<file path="src/hw/rtl/sqdt_pkg.sv">
package sqdt_pkg;

  localparam int CAP_W  = 11;
  localparam int POS_W  = 11;
  localparam int ADDR_W = 18;

  localparam logic [CAP_W-1:0] CAP_RESET = 11'd1024;

  localparam logic [2:0] OP_ALLOC = 3'd0;
  localparam logic [2:0] OP_FREE  = 3'd1;
  localparam logic [2:0] OP_PUT   = 3'd2;
  localparam logic [2:0] OP_GET   = 3'd3;
  localparam logic [2:0] OP_INFO  = 3'd4;

  localparam logic [2:0] STS_OK      = 3'd0;
  localparam logic [2:0] STS_DENIED  = 3'd1;
  localparam logic [2:0] STS_END     = 3'd2;
  localparam logic [2:0] STS_EMPTY   = 3'd3;
  localparam logic [2:0] STS_YOUNG   = 3'd4;
  localparam logic [2:0] STS_BAD_LEN = 3'd5;

  typedef enum logic [1:0] {
    ST_IDLE,
    ST_DESC,
    ST_SLOT,
    ST_DONE
  } state_t;

  typedef struct packed {
    logic [2:0]         func;
    logic [5:0]         segment_index;
    logic signed [63:0] queue_id;
    logic [63:0]        queue_tag;
    logic [12:0]        data_length;
    logic signed [31:0] max_age_sec;
    logic [31:0]        now_sec;
  } req_t;

  typedef struct packed {
    logic [2:0]         status;
    logic [15:0]        slot_address;
    logic [12:0]        stored_length;
    logic [10:0]        fill_count;
    logic signed [63:0] owner_id;
    logic [63:0]        owner_tag;
  } rsp_t;

  typedef struct packed {
    logic [63:0]      owner_id;
    logic [63:0]      owner_tag;
    logic [POS_W-1:0] wr_pos;
    logic [POS_W-1:0] rd_pos;
  } desc_t;

  localparam desc_t DESC_RESET = '{
    owner_id:  64'hFFFF_FFFF_FFFF_FFFF,
    owner_tag: 64'd0,
    wr_pos:    11'd0,
    rd_pos:    11'd0
  };

  typedef struct packed {
    logic load;
    logic eval;
    logic slot_go;
    logic finish;
  } ctrl_cmd_t;

  typedef struct packed {
    logic need_slot;
    logic out_free;
  } dp_stat_t;

endpackage

</file>
<file path="src/hw/rtl/sqdt_ctrl.sv">
module sqdt_ctrl
  import sqdt_pkg::*;
(
  input  logic      clk,
  input  logic      rst_n,
  input  logic      in_valid,
  output logic      in_ready,
  input  dp_stat_t  stat,
  output ctrl_cmd_t cmd
);

  state_t state_r, state_nxt;

  always_ff @(posedge clk) begin
    if (!rst_n) begin
      state_r <= ST_IDLE;
    end else begin
      state_r <= state_nxt;
    end
  end

  always_comb begin
    state_nxt = state_r;
    unique case (state_r)
      ST_IDLE: begin
        if (in_valid) state_nxt = ST_DESC;
      end
      ST_DESC: begin
        state_nxt = stat.need_slot ? ST_SLOT : ST_DONE;
      end
      ST_SLOT: begin
        state_nxt = ST_DONE;
      end
      ST_DONE: begin
        if (stat.out_free) state_nxt = ST_IDLE;
      end
      default: state_nxt = ST_IDLE;
    endcase
  end

  always_comb begin
    in_ready    = (state_r == ST_IDLE);
    cmd.load    = (state_r == ST_IDLE) && in_valid;
    cmd.eval    = (state_r == ST_DESC);
    cmd.slot_go = (state_r == ST_SLOT);
    cmd.finish  = (state_r == ST_DONE) && stat.out_free;
  end

endmodule

</file>
<file path="config.mk">
export PLATFORM = sky130hd
export DESIGN_NAME = sqdt_ctrl
export DESIGN_NICKNAME = d
export VERILOG_FILES = /design/src/hw/rtl/sqdt_pkg.sv /design/src/hw/rtl/sqdt_ctrl.sv
export SDC_FILE = /design/constraint.sdc
export NUM_CORES = 1
export LEC_CHECK = 0
export BUFFER_PORTS_ARGS = -buffer_cell sky130_fd_sc_hd__buf_2
export CORE_AREA = 10 10 47 49
export CTS_CLUSTER_SIZE = 14
export DETAILED_ROUTE_END_ITERATION = 16
export DIE_AREA = 0 0 57 59
export GPL_TIMING_DRIVEN = 0
export HOLD_SLACK_MARGIN = 0.08
export SLEW_MARGIN = 20
export SYNTH_ARGS = -nofsm -noshare
export SYNTH_HDL_FRONTEND = slang
export SYNTH_SLANG_ARGS = --single-unit
</file>
<file path="constraint.sdc">
create_clock -name clk -period 2.81 [get_ports clk]
set_input_delay 0.562 -clock clk [delete_from_list [all_inputs] [get_ports clk]]
set_output_delay 0.562 -clock clk [all_outputs]
set_load 0.05 [all_outputs]
</file>
==> flow_summary_export.csv <==
group,metric,value,unit
outcome,status,"complete, no violations",
cts,cts_buffers,3,
global_route,grtUsageMet1,0.0285,
global_route,grt_overflow,0,
cts,postCtsSetupRepairBufs,0,
drt,drtIter0Drc,3,
drt,wl_per_cell,9.08,um
place,dp.cells,45,
critical_path,crit_arrival,1.31,ns
place,gp_congestion,0.602,
critical_path,rrSetupSlack,1.34,ns
place,port_buffers,9,
floorplanning,die_area,3360,um^2
cts,cts_num_sinks,2,
floorplanning,start_util,0.129,
timing,max_freq,536,MHz
yosys,ys_ff_latch,2,
cells_and_area,drive_gt1_frac,0.438,
cts,cts.htree.levels,1,
global_route,use_met3,0.0365,
floorplanning,fp.coreArea,1400,um^2
critical_path,cp-end-kind,"output port",
cells_and_area,fillers,166,
cts,clock_latency,0.22,ns
yosys,synthesis.nets,29,
yosys,synth-seq-area-share,0.222,
cells_and_area,largest_reg_flops,2,
drt,viasPerCell,3.67,
global_route,busiest_layer,"met4",
timing,final-hold-violation-count,0,
timing,grt_setup_unrepaired,"no",
timing,setup_viol,0,
cts,ctsHoldBuffers,0,
global_route,globalRouteMet2Util,0.0388,
timing,finalSetupTns,0,ns
timing,period_needed,1.87,ns
cells_and_area,reg_top3,"state_r (2)",
critical_path,crit_chain,"inv_1, ha_1, and2_2, buf_2",
critical_path,path_delay_family,"flip-flops",
critical_path,cp_slowest_stage_delay,0.38,ns
critical_path,path_buf_inv,2,
cells_and_area,top_register,"state_r",
floorplanning,die_x,57,um
critical_path,worstSetupPathType,"reg -> out",
timing,post-route-period-util,0.665,
cells_and_area,num_antenna_cells,0,
floorplanning,chipHeight,59,um
yosys,syn_area,180,um^2
cts,clk_pin_slew,0.03,ns
drt,drt-total-wl,436,um
critical_path,crit_required,2.25,ns
global_route,grt_pass1_vias,189,
yosys,synth.avg_cell_area,9.01,um^2
yosys,ys_warn_count,0,
global_route,grt_pass1_wl,807,um
drt,vias,176,
cts,cts_tree,"done",
drt,final_antenna_net_count,0,
timing,fin_worst_skew,0.00321,ns
timing,tightest_slew,0.275,ns
floorplanning,rows,14,
place,dp_hpwl,376,um
global_route,grt_max_degree,6,
drt,drt-pass1-iter-count,2,
global_route,grtUsageTotal,0.0337,
drt,drc,0,
yosys,ys_types,15,
min_path,min_path_type,"reg -> reg",
cells_and_area,syn_to_final_growth,48.6,%
critical_path,slowest_stage,"dfxtp_1",
critical_path,critPathMaxFanout,5,
timing,maxSlewViolCount,0,
floorplanning,io_pins,10,
global_route,antenna_found_initial,0,
yosys,synth_cells,20,
timing,slew_headroom,0.815,
cells_and_area,final_nets,43,
cts,root_buffer,"clkbuf_4",
job,drv_cap,0,
cts,cts_buffer_depth,2,
cts,cts_resized,0,
cells_and_area,fin_cells,48,
critical_path,worstSetupStartpointType,"flop",
## synth_stat cells (all sizes together)
master	count	area (um^2)
or3	1	6.26
o41ai	1	8.76
or3b	1	8.76
a21boi	1	7.51
inv	2	7.51
dfxtp	2	40.0
a21oi	1	5.00
nor2b	1	6.26
and2	2	13.8
ha	4	50.1
and2b	2	17.5
o21ai	1	5.00
nor2	1	3.75
## cell type report
class | instances | area [um^2] | area share
clock buffers | 3 | 22.5 | 0.0841
inverters | 2 | 7.51 | 0.0280
multi-input cells | 16 | 133 | 0.495
flip-flops and latches | 2 | 40.0 | 0.150
well taps | 16 | 20.0 | 0.0748
repair buffers | 9 | 45.0 | 0.168
## through the flow
| stage | area, um^2 | utilization | hold WS (ns) | worst slack (ns) |
|---|---|---|---|---|
| after CTS | 268 | 0.191 | 0.541 | 0.922 |
| final | 268 | 0.191 | 0.538 | 0.943 |
| after detailed placement | 245 | 0.175 | 0.537 | 1.17 |
| after floorplan | 180 | - | 0.498 | 0.906 |
| after global routing | 268 | 0.191 | 0.582 | 0.802 |
| after global placement | 245 | 0.175 | 0.530 | 1.18 |
## layout by cell type, fill, tap and decap left out
master / Yosys / layout
and2_2: 1 / 1
or3b_1: 1 / 1
and2_1: 1 / 1
inv_1: 2 / 2
clkbuf_4: 0 / 3
and2b_1: 1 / 1
nor2_1: 1 / 1
dfxtp_1: 2 / 2
and2b_4: 1 / 1
nor2b_1: 1 / 1
o21ai_0: 1 / 1
buf_2: 0 / 9
ha_1: 4 / 4
a21boi_1: 1 / 1
a21oi_1: 1 / 1
or3_1: 1 / 1
o41ai_1: 1 / 1
## path summary, 6_finish.rpt
check                           startpoint    endpoint  cells after the start
worst max-delay path            state_r[1]      cmd[3]                      4
worst min-delay path            state_r[1]  state_r[1]                      2
worst max register to register  state_r[1]  state_r[0]                      5
worst min register to register  state_r[1]  state_r[1]                      2
## logic make-up (layout without fill, tap and decap cells)
logic type	Yosys count	after routing	synth area share
AO/OA/AOI/OAI	4	4	0.146
AND/OR/NAND/NOR	8	8	0.313
adder cells (fa/ha/maj)	4	4	0.278
buffers and inverters	2	14	0.0417
flip-flops	2	2	0.222
## metal layers
| layer | part of all wire | vias up |
|---|---|---|
| li1 | - | 95 |
| met1 | 0.39 | 74 |
| met2 | 0.42 | 7 |
| met3 | 0.18 | 0 |
| met4 | 0 | 0 |
| met5 | 0 | - |
## worst min-delay path: stages (launching register included)
cell and delay [ns]:
dfxtp_1 0.34, o21ai_0 0.09, a21boi_1 0.06
Power is left out: the tool's default activity adds up to more than one toggle a clock period on the data nets, which glitch-free logic cannot reach.
